==> src/hdl/smv_pkg.sv <==
package smv_pkg;

  localparam logic [31:0] STUN_MAGIC = 32'h2112A442;
  localparam logic [31:0] FP_XOR     = 32'h5354554E;
  localparam logic [15:0] ATTR_FP    = 16'h8028;
  localparam logic [15:0] ATTR_MI    = 16'h0008;
  localparam logic [16:0] HDR_BYTES  = 17'd20;
  localparam logic [16:0] COUNT_MAX  = 17'h1FFFF;
  localparam logic [31:0] CRC_POLY   = 32'hEDB88320;
  localparam logic [31:0] CRC_INIT   = 32'hFFFFFFFF;

  typedef enum logic [2:0] {
    ST_OK           = 3'd0,
    ST_SHORT        = 3'd1,
    ST_UNPADDED     = 3'd2,
    ST_LEN_MISMATCH = 3'd3,
    ST_BAD_COOKIE   = 3'd4,
    ST_OVERRUN      = 3'd5,
    ST_FP_NOT_LAST  = 3'd6,
    ST_BAD_FP       = 3'd7
  } status_t;

  typedef struct packed {
    logic       valid;
    logic [7:0] data;
    logic       last;
  } smv_byte_t;

  typedef struct packed {
    status_t     status;
    logic [1:0]  msg_class;
    logic [11:0] method;
    logic        legacy;
    logic [15:0] msg_len;
    logic        has_mi;
    logic [16:0] mi_off;
    logic        has_fp;
    logic [16:0] fp_off;
  } smv_result_t;

  function automatic logic [31:0] crc_byte(input logic [31:0] crc, input logic [7:0] b);
    logic [31:0] c;
    c = crc ^ {24'h0, b};
    for (int i = 0; i < 8; i++) begin
      c = c[0] ? ((c >> 1) ^ CRC_POLY) : (c >> 1);
    end
    return c;
  endfunction

endpackage

==> src/hdl/smv_in_reg.sv <==
module smv_in_reg
  import smv_pkg::*;
(
  input  logic       clk,
  input  logic       rst_n,
  input  logic       in_valid,
  input  logic [7:0] in_data,
  input  logic       in_last,
  output logic       in_stall,
  input  logic       go,
  output smv_byte_t  s1
);

  logic       valid_r;
  logic [7:0] data_r;
  logic       last_r;

  assign in_stall = valid_r && !go;

  always_ff @(posedge clk) begin
    if (!rst_n) begin
      valid_r <= 1'b0;
    end else if (!in_stall) begin
      valid_r <= in_valid;
    end
  end

  always_ff @(posedge clk) begin
    if (in_valid && !in_stall) begin
      data_r <= in_data;
      last_r <= in_last;
    end
  end

  assign s1 = '{valid: valid_r, data: data_r, last: last_r};

endmodule

==> src/hdl/smv_core.sv <==
module smv_core
  import smv_pkg::*;
(
  input  logic        clk,
  input  logic        rst_n,
  input  logic        go,
  input  smv_byte_t   s1,
  output logic        res_valid,
  output smv_result_t res
);

  logic [16:0] cnt_r, cnt_nxt;
  logic [15:0] hdr_type_r, hdr_type_nxt;
  logic [15:0] hdr_len_r, hdr_len_nxt;
  logic [31:0] cookie_r, cookie_nxt;
  logic [16:0] nas_r, nas_nxt;
  logic [15:0] at_r, at_nxt;
  logic [15:0] al_r, al_nxt;
  logic [31:0] crc_r, crc_nxt;
  logic [31:0] crc_fp_r, crc_fp_nxt;
  logic [31:0] rx_fp_r, rx_fp_nxt;
  status_t     err_r, err_nxt;
  logic        has_mi_r, has_mi_nxt;
  logic [16:0] mi_off_r, mi_off_nxt;
  logic        has_fp_r, has_fp_nxt;
  logic [16:0] fp_off_r, fp_off_nxt;

  logic [16:0] size;
  logic [17:0] idx18, nas18, fp18, rel, end_len, end_pad, total;
  logic [16:0] pad;
  logic [15:0] at_v, al_v;
  logic [1:0]  cls;
  logic        cookie_ok;
  status_t     st;
  logic        attrs_ok;

  always_comb begin
    cnt_nxt      = (cnt_r == COUNT_MAX) ? cnt_r : cnt_r + 17'd1;
    hdr_type_nxt = hdr_type_r;
    hdr_len_nxt  = hdr_len_r;
    cookie_nxt   = cookie_r;
    nas_nxt      = nas_r;
    at_nxt       = at_r;
    al_nxt       = al_r;
    crc_nxt      = crc_byte(crc_r, s1.data);
    crc_fp_nxt   = crc_fp_r;
    rx_fp_nxt    = rx_fp_r;
    err_nxt      = err_r;
    has_mi_nxt   = has_mi_r;
    mi_off_nxt   = mi_off_r;
    has_fp_nxt   = has_fp_r;
    fp_off_nxt   = fp_off_r;

    size    = HDR_BYTES + {1'b0, hdr_len_r};
    idx18   = {1'b0, cnt_r};
    nas18   = {1'b0, nas_r};
    fp18    = {1'b0, fp_off_r};
    rel     = idx18 - nas18;
    at_v    = at_r;
    al_v    = al_r;
    pad     = 17'({1'b0, al_r} + 17'd3) & ~17'd3;
    end_len = nas18 + 18'd4;
    end_pad = nas18 + 18'd4;

    if (cnt_r < 17'd2) begin
      hdr_type_nxt = {hdr_type_r[7:0], s1.data};
    end else if (cnt_r < 17'd4) begin
      hdr_len_nxt = {hdr_len_r[7:0], s1.data};
    end else if (cnt_r < 17'd8) begin
      cookie_nxt = {cookie_r[23:0], s1.data};
    end else if (cnt_r >= HDR_BYTES && cnt_r < size && err_r == ST_OK) begin
      if (cnt_r == nas_r) begin
        crc_fp_nxt = crc_r;
        at_v = '0;
        al_v = '0;
      end
      if (idx18 >= nas18 && idx18 < nas18 + 18'd4) begin
        if (rel[1] == 1'b0) begin
          at_v = {at_v[7:0], s1.data};
        end else begin
          al_v = {al_v[7:0], s1.data};
        end
        at_nxt = at_v;
        al_nxt = al_v;
        if (rel[1:0] == 2'd3) begin
          pad     = 17'({1'b0, al_v} + 17'd3) & ~17'd3;
          end_len = nas18 + 18'd4 + {2'b0, al_v};
          end_pad = nas18 + 18'd4 + {1'b0, pad};
          if (end_len > {1'b0, size}) begin
            err_nxt = ST_OVERRUN;
          end else begin
            if (at_v == ATTR_FP) begin
              has_fp_nxt = 1'b1;
              fp_off_nxt = nas_r;
              if (end_pad < {1'b0, size}) begin
                err_nxt = ST_FP_NOT_LAST;
              end
            end else if (at_v == ATTR_MI) begin
              has_mi_nxt = 1'b1;
              mi_off_nxt = nas_r;
            end
            nas_nxt = end_pad[16:0];
          end
        end
      end else if (has_fp_r && idx18 >= fp18 + 18'd4 && idx18 < fp18 + 18'd8) begin
        rx_fp_nxt = {rx_fp_r[23:0], s1.data};
      end
    end
  end

  always_comb begin
    total     = idx18 + 18'd1;
    cls       = {hdr_type_nxt[8], hdr_type_nxt[4]};
    cookie_ok = (cookie_nxt == STUN_MAGIC);
    if (total < {1'b0, HDR_BYTES}) begin
      st = ST_SHORT;
    end else if (hdr_len_nxt[1:0] != 2'd0) begin
      st = ST_UNPADDED;
    end else if ({2'b0, hdr_len_nxt} != total - {1'b0, HDR_BYTES}) begin
      st = ST_LEN_MISMATCH;
    end else if (cls != 2'd0 && !cookie_ok) begin
      st = ST_BAD_COOKIE;
    end else if (err_nxt != ST_OK) begin
      st = err_nxt;
    end else if (has_fp_nxt && ((~crc_fp_nxt ^ FP_XOR) != rx_fp_nxt)) begin
      st = ST_BAD_FP;
    end else begin
      st = ST_OK;
    end
    attrs_ok = (st == ST_OK) || (st == ST_OVERRUN) || (st == ST_FP_NOT_LAST)
               || (st == ST_BAD_FP);

    res        = '0;
    res.status = st;
    if (st != ST_SHORT) begin
      res.msg_class = cls;
      res.method    = {hdr_type_nxt[13:9], hdr_type_nxt[7:5], hdr_type_nxt[3:0]};
      res.legacy    = (cls == 2'd0) && !cookie_ok;
      res.msg_len   = hdr_len_nxt;
    end
    if (attrs_ok && has_mi_nxt) begin
      res.has_mi = 1'b1;
      res.mi_off = mi_off_nxt;
    end
    if (attrs_ok && has_fp_nxt) begin
      res.has_fp = 1'b1;
      res.fp_off = fp_off_nxt;
    end
  end

  assign res_valid = go && s1.last;

  always_ff @(posedge clk) begin
    if (!rst_n || res_valid) begin
      cnt_r      <= '0;
      hdr_type_r <= '0;
      hdr_len_r  <= '0;
      cookie_r   <= '0;
      nas_r      <= HDR_BYTES;
      at_r       <= '0;
      al_r       <= '0;
      crc_r      <= CRC_INIT;
      crc_fp_r   <= '0;
      rx_fp_r    <= '0;
      err_r      <= ST_OK;
      has_mi_r   <= 1'b0;
      mi_off_r   <= '0;
      has_fp_r   <= 1'b0;
      fp_off_r   <= '0;
    end else if (go) begin
      cnt_r      <= cnt_nxt;
      hdr_type_r <= hdr_type_nxt;
      hdr_len_r  <= hdr_len_nxt;
      cookie_r   <= cookie_nxt;
      nas_r      <= nas_nxt;
      at_r       <= at_nxt;
      al_r       <= al_nxt;
      crc_r      <= crc_nxt;
      crc_fp_r   <= crc_fp_nxt;
      rx_fp_r    <= rx_fp_nxt;
      err_r      <= err_nxt;
      has_mi_r   <= has_mi_nxt;
      mi_off_r   <= mi_off_nxt;
      has_fp_r   <= has_fp_nxt;
      fp_off_r   <= fp_off_nxt;
    end
  end

endmodule

==> src/hdl/smv_out_reg.sv <==
module smv_out_reg
  import smv_pkg::*;
(
  input  logic        clk,
  input  logic        rst_n,
  input  logic        res_valid,
  input  smv_result_t res,
  input  logic        out_stall,
  output logic        out_valid,
  output smv_result_t out_res,
  output logic        free
);

  logic        valid_r, valid_nxt;
  smv_result_t res_r;

  assign free = !valid_r || !out_stall;

  always_comb begin
    if (res_valid) begin
      valid_nxt = 1'b1;
    end else if (out_stall) begin
      valid_nxt = valid_r;
    end else begin
      valid_nxt = 1'b0;
    end
  end

  always_ff @(posedge clk) begin
    if (!rst_n) begin
      valid_r <= 1'b0;
    end else begin
      valid_r <= valid_nxt;
    end
  end

  always_ff @(posedge clk) begin
    if (res_valid) begin
      res_r <= res;
    end
  end

  assign out_valid = valid_r;
  assign out_res   = res_r;

endmodule

==> src/hdl/stun_message_validator.sv <==
// A verdict is registered in the output stage when the parser takes its datagram's last byte from the input register.
// Throughput: one byte per cycle; a final byte waits only while a verdict is stalled.
// The byte-wide CRC-32 and header/attribute counters set the one-byte-per-cycle rate.
// Reset: rst_n low at a rising edge clears all control and parser state; the next
// byte starts a new datagram.
module stun_message_validator
  import smv_pkg::*;
(
  input  logic        clk,
  input  logic        rst_n,
  input  logic        in_valid,
  output logic        in_stall,
  input  logic [7:0]  in_data_byte,
  input  logic        in_last_byte,
  output logic        out_valid,
  input  logic        out_stall,
  output logic [2:0]  out_status,
  output logic [1:0]  out_msg_class,
  output logic [11:0] out_method,
  output logic        out_legacy_format,
  output logic [15:0] out_message_length,
  output logic        out_has_integrity,
  output logic [16:0] out_integrity_offset,
  output logic        out_has_fingerprint,
  output logic [16:0] out_fingerprint_offset
);

  smv_byte_t   s1;
  smv_result_t res;
  smv_result_t out_res;
  logic        go;
  logic        res_valid;
  logic        free;

  assign go = s1.valid && (!s1.last || free);

  smv_in_reg u_in (
    .clk      (clk),
    .rst_n    (rst_n),
    .in_valid (in_valid),
    .in_data  (in_data_byte),
    .in_last  (in_last_byte),
    .in_stall (in_stall),
    .go       (go),
    .s1       (s1)
  );

  smv_core u_core (
    .clk       (clk),
    .rst_n     (rst_n),
    .go        (go),
    .s1        (s1),
    .res_valid (res_valid),
    .res       (res)
  );

  smv_out_reg u_out (
    .clk       (clk),
    .rst_n     (rst_n),
    .res_valid (res_valid),
    .res       (res),
    .out_stall (out_stall),
    .out_valid (out_valid),
    .out_res   (out_res),
    .free      (free)
  );

  assign out_status             = out_res.status;
  assign out_msg_class          = out_res.msg_class;
  assign out_method             = out_res.method;
  assign out_legacy_format      = out_res.legacy;
  assign out_message_length     = out_res.msg_len;
  assign out_has_integrity      = out_res.has_mi;
  assign out_integrity_offset   = out_res.mi_off;
  assign out_has_fingerprint    = out_res.has_fp;
  assign out_fingerprint_offset = out_res.fp_off;

endmodule

==> config.mk <==
export PLATFORM = sky130hd
export DESIGN_NAME = stun_message_validator
export DESIGN_NICKNAME = d
export VERILOG_FILES = /design/src/hdl/smv_pkg.sv /design/src/hdl/smv_in_reg.sv /design/src/hdl/smv_core.sv /design/src/hdl/smv_out_reg.sv /design/src/hdl/stun_message_validator.sv
export SDC_FILE = /design/constraint.sdc
export NUM_CORES = 1
export LEC_CHECK = 0
export BUFFER_PORTS_ARGS = -buffer_cell sky130_fd_sc_hd__buf_2
export CAP_MARGIN = 20
export CORE_UTILIZATION = 55
export CTS_CLUSTER_DIAMETER = 200
export DETAILED_ROUTE_END_ITERATION = 10
export GPL_ROUTABILITY_DRIVEN = 0
export GPL_TIMING_DRIVEN = 1
export PLACE_DENSITY = 0.82
export SYNTH_ARGS = -nofsm -noshare
export SYNTH_HDL_FRONTEND = slang
export SYNTH_HIERARCHICAL = 1
export SYNTH_SLANG_ARGS = --single-unit
export TNS_END_PERCENT = 50
==> constraint.sdc <==
create_clock -name clk -period 7.7 [get_ports clk]
set_input_delay 1.925 -clock clk [delete_from_list [all_inputs] [get_ports clk]]
set_output_delay 1.925 -clock clk [all_outputs]
set_load 0.02 [all_outputs]
After elaboration in Yosys (flattened, before gate mapping)
Index checks and enable logic that the tools add are counted.
Widths: inputs -> output; s select.
{"block": "word_totals", "ff_bits": 344, "out_inout_bits": 72, "wordCells": 208}
{"block": "op_classes", "add_sub_neg": 11, "order_cmp": 12, "n_eq_ne": 13, "n_mux": 92, "bitwise": 16, "reduce_logical": 36}
{"cell": "$mux 32", "n": 22}
{"cell": "$mux 17", "n": 17}
{"cell": "$mux 16", "n": 16}
{"cell": "$not 13->14", "n": 8}
{"cell": "$mux 3", "n": 15}
{"cell": "$add 17x3->18 const B", "n": 2}
{"cell": "$lt 17x18->1", "n": 2}
{"cell": "$mux 18", "n": 2}
{"cell": "$eq 32x30->1 const B", "n": 1}
{"cell": "$ne 32x32->1", "n": 1}
{"cell": "$not 32->32", "n": 1}
{"cell": "$xor 32x8->32", "n": 1}
{"cell": "$mux 1", "n": 19}
{"cell": "$add 17x1->18 const B", "n": 1}
{"cell": "$add 17x4->18 const B", "n": 1}
{"cell": "$add 18x16->18", "n": 1}
{"cell": "$add 18x17->18", "n": 1}
{"cell": "$ge 17x18->1", "n": 1}
{"cell": "$gt 18x17->1", "n": 1}
{"cell": "$lt 18x17->1", "n": 1}
{"cell": "$lt 18x5->1 const B", "n": 1}
{"cell": "$ne 16x18->1", "n": 1}
{"cell": "$sub 18x5->18 const B", "n": 1}
{"cell": "$add 16x2->17 const B", "n": 1}
{"cell": "30 further kinds", "n": 62}

Longest topological paths before layout
{"block": "depth", "depth_word": 32, "depth_mapped": 37, "ltp_nobuf": 32}

Cells and area by module
The synthesis kept the hierarchy.
{"module": "smv_core", "instances": 1, "cells_each": 2647, "area_per_inst_um2": 19847.8}
{"module": "smv_out_reg", "instances": 1, "cells_each": 74, "area_per_inst_um2": 2137.0}
{"module": "smv_in_reg", "instances": 1, "cells_each": 15, "area_per_inst_um2": 332.8}
{"module": "stun_message_validator", "instances": 1, "cells_each": 2, "area_per_inst_um2": 11.3}

Least setup slack after synthesis
Ideal clock, no wire load.
{"block": "synth_path", "path_type": "reg2reg", "startpoint": "register u_core.cnt_r[2]", "endpoint": "register u_out.res_r, in the netlist u_out/out_res[10] (data pin)", "arrival_ns": 7.920, "t_required_ns": 7.540, "setup_slack_ns": -0.380, "stages_incl_launch_ff": 34, "path_buffers": 5, "period_less_slack_ns": 8.080, "cell_sequence": "dfxtp_1 -> clkbuf_1 -> clkbuf_1 -> clkinv_1 -> ha_1 -> or4b_1 -> or3_1 -> or2_1 -> buf_2 -> and3_1 -> a21oi_1 -> inv_1 -> ha_1 -> a21oi_1 -> o21bai_1 -> a21oi_1 -> o21bai_1 -> a21oi_1 -> o21bai_1 -> a21oi_1 -> xnor2_1 -> ha_1 -> a21o_1 -> a21o_1 -> a21o_1 -> a221oi_1 -> o211ai_1 -> and2_1 -> or3b_2 -> or4_1 -> o32a_2 -> buf_6 -> buf_12 -> a211oi_2"}
{"block": "synth_between", "elab_chain_cells": 31, "elab_cells_between_ends": 105, "classes_between": "add/sub (5); order compare (12); eq/ne (8); mux (62); bitwise (2); reduce/logical (16)"}
{"item": "from (decl)", "line_no": "smv_core.sv:12", "text": "logic [16:0] cnt_r, cnt_nxt;"}
{"item": "from (signal assigned)", "line_no": "smv_core.sv:171", "text": "cnt_r <= cnt_nxt;"}
{"item": "$eq 17x17->1", "line_no": "smv_core.sv:72", "text": "if (cnt_r == nas_r) begin"}
{"item": "$mux 16", "line_no": "smv_core.sv:72"}
{"item": "$mux 16", "line_no": "smv_core.sv:78", "text": "if (rel[1] == 1'b0) begin"}
{"item": "$mux 16", "line_no": "smv_core.sv:77", "text": "if (idx18 >= nas18 && idx18 < nas18 + 18'd4) begin"}
{"item": "$mux 16", "line_no": "smv_core.sv:71", "text": "end else if (cnt_r >= HDR_BYTES && cnt_r < size && err_r == ST_OK) begin"}
{"item": "$mux 16", "line_no": "smv_core.sv:69", "text": "end else if (cnt_r < 17'd8) begin"}
{"item": "$mux 16", "line_no": "smv_core.sv:67", "text": "end else if (cnt_r < 17'd4) begin"}
{"item": "$mux 16", "line_no": "smv_core.sv:65", "text": "if (cnt_r < 17'd2) begin"}
{"item": "[14 not listed]"}
{"item": "$mux 3", "line_no": "smv_core.sv:121", "text": "end else if (cls != 2'd0 && !cookie_ok) begin"}
{"item": "$mux 3", "line_no": "smv_core.sv:119", "text": "end else if ({2'b0, hdr_len_nxt} != total - {1'b0, HDR_BYTES}) begin"}
{"item": "$mux 3", "line_no": "smv_core.sv:117", "text": "end else if (hdr_len_nxt[1:0] != 2'd0) begin"}
{"item": "$mux 3", "line_no": "smv_core.sv:115", "text": "if (total < {1'b0, HDR_BYTES}) begin"}
{"item": "$eq 3x3->1 or $logic_not 3->1 (tied branches)", "line_no": "smv_core.sv:130", "text": "attrs_ok = (st == ST_OK) || (st == ST_OVERRUN) || (st == ST_FP_NOT_LAST)"}
{"item": "$logic_or 1x1->1 (2 in series)", "line_no": "smv_core.sv:130"}
{"item": "$logic_or 1x1->1", "line_no": "smv_core.sv:131", "text": "|| (st == ST_BAD_FP);"}
{"item": "$logic_and 1x1->1", "line_no": "smv_core.sv:145", "text": "if (attrs_ok && has_fp_nxt) begin"}
{"item": "to (signal assigned)", "line_no": "smv_out_reg.sv:39", "text": "res_r <= res;"}
{"item": "to (decl)", "line_no": "smv_out_reg.sv:15", "text": "smv_result_t res_r;"}
Parallel ways exist; a longest one is shown, timed or not. The select of a mux whose other input is x is not followed.
A chain may end at the register's enable or synchronous reset.

Final worst setup path
{"block": "layout_path", "startpoint": "register u_core.nas_r[3]", "endpoint": "register u_out.res_r, in the netlist u_out/out_res[50] (data pin)"}
{"block": "layout_between", "elab_chain_cells": 27, "elab_cells_between_ends": 64, "classes_between": "add/sub (4); order compare (4); eq/ne (4); mux (47); bitwise (2); reduce/logical (3)"}
{"item": "from (decl)", "line_no": "smv_core.sv:16", "text": "logic [16:0] nas_r, nas_nxt;"}
{"item": "from (signal assigned)", "line_no": "smv_core.sv:175", "text": "nas_r <= nas_nxt;"}
{"item": "$eq 17x17->1", "line_no": "smv_core.sv:72"}
{"item": "$mux 16", "line_no": "smv_core.sv:72"}
{"item": "$mux 16", "line_no": "smv_core.sv:78"}
{"item": "$mux 16", "line_no": "smv_core.sv:77"}
{"item": "$mux 16", "line_no": "smv_core.sv:71"}
{"item": "$mux 16", "line_no": "smv_core.sv:69"}
{"item": "$mux 16", "line_no": "smv_core.sv:67"}
{"item": "$mux 16", "line_no": "smv_core.sv:65"}
{"item": "[11 not listed]"}
{"item": "$mux 3", "line_no": "smv_core.sv:65"}
{"item": "$reduce_bool 3->1", "line_no": "smv_core.sv:123", "text": "end else if (err_nxt != ST_OK) begin"}
{"item": "$mux 3 (*)", "line_no": "smv_core.sv:123"}
{"item": "$mux 3 (*)", "line_no": "smv_core.sv:121"}
{"item": "$mux 3 (*)", "line_no": "smv_core.sv:119"}
{"item": "$mux 3 (*)", "line_no": "smv_core.sv:117"}
{"item": "$mux 3 (*)", "line_no": "smv_core.sv:115"}
{"item": "$ne 3x1->1 (*)", "line_no": "smv_core.sv:135", "text": "if (st != ST_SHORT) begin"}
Every way passes the cells marked *; elsewhere a longest branch is shown, timed or not. The select of a mux whose other input is x is not followed.

==> flow_summary.yaml <==
global_route:
  grt_first_pass_wirelength_um: 106000
  met2_usage: 0.513
  grt_max_degree: 105
  grt_use_total: 0.318
  grt-ovfl-total: 0
  grt_use_met3: 0.0610
  grt-busiest-layer: "met2"
  antenna_found_initial: 0
  use_met1: 0.392
  grt_pass1_vias: 20200
setup_path:
  critPathBufInv: 5
  worst-path-max-fanout: 31
  start_kind: "register"
  crit_top_cell: "a21o_1"
  worst_ep_required_time_ns: 7.96
  endpoint_kind: "register"
  crit_family: "compound AO/OA/AOI/OAI gates"
  crit_path_top_delay_cell: "or4b_1"
  worstPathArrival_ns: 7.75
  max_stage_delay_ns: 0.45
  path_class: "register to register"
clock_tree:
  cts.sinks: 342
  cts.clk_slew.worst_paths_ns: 0.06
  clk-insertion-delay-late_ns: 0.56
  clockBufferDepth: 3
  root_buffer: "clkbuf_16"
  cts.htree.levels: 2
  cts_made_buffers: 36
  tritoncts: "yes"
logic_synthesis:
  syn_area_um2: 22300
  ys_warn_count: 6
  syn_inst: 2738
  avgSynthCellArea_um2: 8.16
  syn-num-nets: 2899
  ys_ff_latch: 342
  ys_seq_area_frac: 0.342
  async_flop_share: 0
  ys.flop_type: "dfxtp_1"
  synth.distinct_cells: 96
  synth_edf_count: 79
sta:
  setup_viol: 0
  report.final.slew_viol_count: 0
  max_slew_margin: 0.137
  hold_violations: 0
  worst_pin_slew_ns: 1.28
  max_freq_ghz: 0.133
  fin_crit_ns: 7.49
  fin_crit_sh: 0.973
  skew_ns: 0.0176
routing:
  dr.pass1.iters: 6
  vias: 21200
  drc: 0
  vias_per_cell: 6.38
  finalWirelength_um: 67400
  post_drt_wl_per_cell_um: 20.3
  ant_nets: 0
  drt_iter0_drc: 2438
run:
  max-cap-violations: 0
finish:
  final_common_cell: "nand2_1"
  nFillCells: 3232
  drive_gt1_frac: 0.121
  final_nets: 2930
  layout.cells.most_common_list: "nand2_1 (532), a21oi_1 (290), dfxtp_1 (261)"
  diodes: 0
  final_util: 0.620
  syn2layout_area_growth_pct: 10.8
worst_hold_path:
  hp-class: "register to register"
floorplan:
  die_w_um: 203
  die_y_um: 203
  std_cell_rows: 73
  initial_core_util: 0.559
  boundaryPins: 85
  core_um2: 39900
  fp.dieArea_um2: 41400
placement:
  dpl.hpwl_um: 48100
  io_buffers: 84
power_and_ir_drop:
  powerDensity_nw_per_um2: 173
  ir_drop_mv: 0.207
  leakagePower_nw: 8.92
  power_w: 0.00428
run_status:
  outcome: "finished clean"
## path summary, 6_finish.rpt
check,depth (start not counted),slack (ns),start,endpoint
max,30,0.21,u_core/nas_r[3]$_SDFFE_PP0P_,u_out/out_res[50]$_DFFE_PP_
min,2,0.45,u_core/at_r[11]$_SDFFE_PP0P_,u_core/at_r[11]$_SDFFE_PP0P_
max reg2reg,30,0.21,u_core/nas_r[3]$_SDFFE_PP0P_,u_out/out_res[50]$_DFFE_PP_
min reg2reg,2,0.45,u_core/at_r[11]$_SDFFE_PP0P_,u_core/at_r[11]$_SDFFE_PP0P_
## worst min-delay path, cell delays in order (launching register included)
cell and delay, ns:
dfxtp_1 0.30, nand2_1 0.05, a21oi_1 0.05
## routing by layer
layer  share of wire  wire [um]  vias up
met5               0          0        -
met4           0.071       4800        0
met3            0.10       6890      366
met2            0.45      30100     1302
met1            0.38      25600     9759
li1                -          -     9750
## registers in the layout (all words and copies together), names as in the netlist, 15 cells and up
name / cells
u_core/cnt_r: 17
u_core/fp_off_r: 17
u_core/crc_fp_r: 32
u_core/hdr_len_r: 16
u_core/al_r: 16
u_core/rx_fp_r: 32
u_core/cookie_r: 32
u_out/out_res: 70
u_core/at_r: 16
u_core/crc_r: 32
u_core/mi_off_r: 17
u_core/nas_r: 15
## kinds of logic after synthesis
family                     after synthesis  synth area share
buffers and inverters                  254            0.0481
and+or+nand+nor                       1078             0.228
muxes                                   95            0.0434
xor gates and xnor gates               209            0.0833
AOI/OAI and AO/OA                      612             0.171
DFF                                    342             0.342
adders and majority gates              148            0.0836
## cells in the mapped netlist (13+ instances only)
master | instances | area share
o21ai_0 | 85 | 0.019
xor2_1 | 79 | 0.031
nand3_1 | 96 | 0.022
nand2b_1 | 19 | 0.0053
nor4_1 | 23 | 0.0064
and3_1 | 29 | 0.0081
nor3_1 | 39 | 0.0087
a21o_1 | 31 | 0.010
a21oi_1 | 302 | 0.068
nor2_1 | 161 | 0.027
nor3_2 | 21 | 0.0094
nand2_1 | 534 | 0.090
buf_1 | 14 | 0.0024
buf_2 | 15 | 0.0034
mux2_2 | 14 | 0.0071
a211oi_1 | 23 | 0.0077
xnor2_1 | 128 | 0.050
mux2i_1 | 81 | 0.036
and4_1 | 14 | 0.0055
dfxtp_1 | 263 | 0.24
inv_1 | 74 | 0.012
ha_1 | 146 | 0.082
nand4_1 | 43 | 0.012
o31ai_1 | 15 | 0.0050
clkbuf_1 | 133 | 0.022
edfxtp_1 | 79 | 0.11
or3_1 | 19 | 0.0053
o211ai_1 | 13 | 0.0044
## power breakdown
group / switching (W) / internal (W)
Sequential: 0.0000632 / 0.00189
Combinational: 0.000363 / 0.000235
Clock: 0.000750 / 0.000979
## metrics by stage
stage	setup TNS [ns]	hold slack [ns]	instance area (um2)	instances	setup WS, ns
after floorplan	0	0.429	22300	2738	0.0718
after global placement	0	0.436	23300	3249	0.191
after detailed placement	-1.73	0.444	23300	3250	-0.119
after CTS	0	0.452	24500	3315	0.0526
after global routing	-0.637	0.470	24700	3320	-0.0585
final	0	0.452	24700	3320	0.208
## layout make-up
class	instances	area, um2	area share
clock buffers	52	1030	0.0417
clock inverters	12	125	0.00506
inverters	76	287	0.0116
multi-input cells	2142	13800	0.559
flip-flops and latches	342	7640	0.309
well taps	525	657	0.0265
repair buffers	171	1170	0.0473
## what timing repair did
item,4_1_cts,5_1_grt
gates cloned,0,0
pin swaps,1,8
buffers inserted,1,2
setup endpoints to repair,66,69
gates resized for setup,6,33
hold buffers,0,0
hold endpoints to repair,0,0
Note: power is estimated with default switching activity, not from simulation.
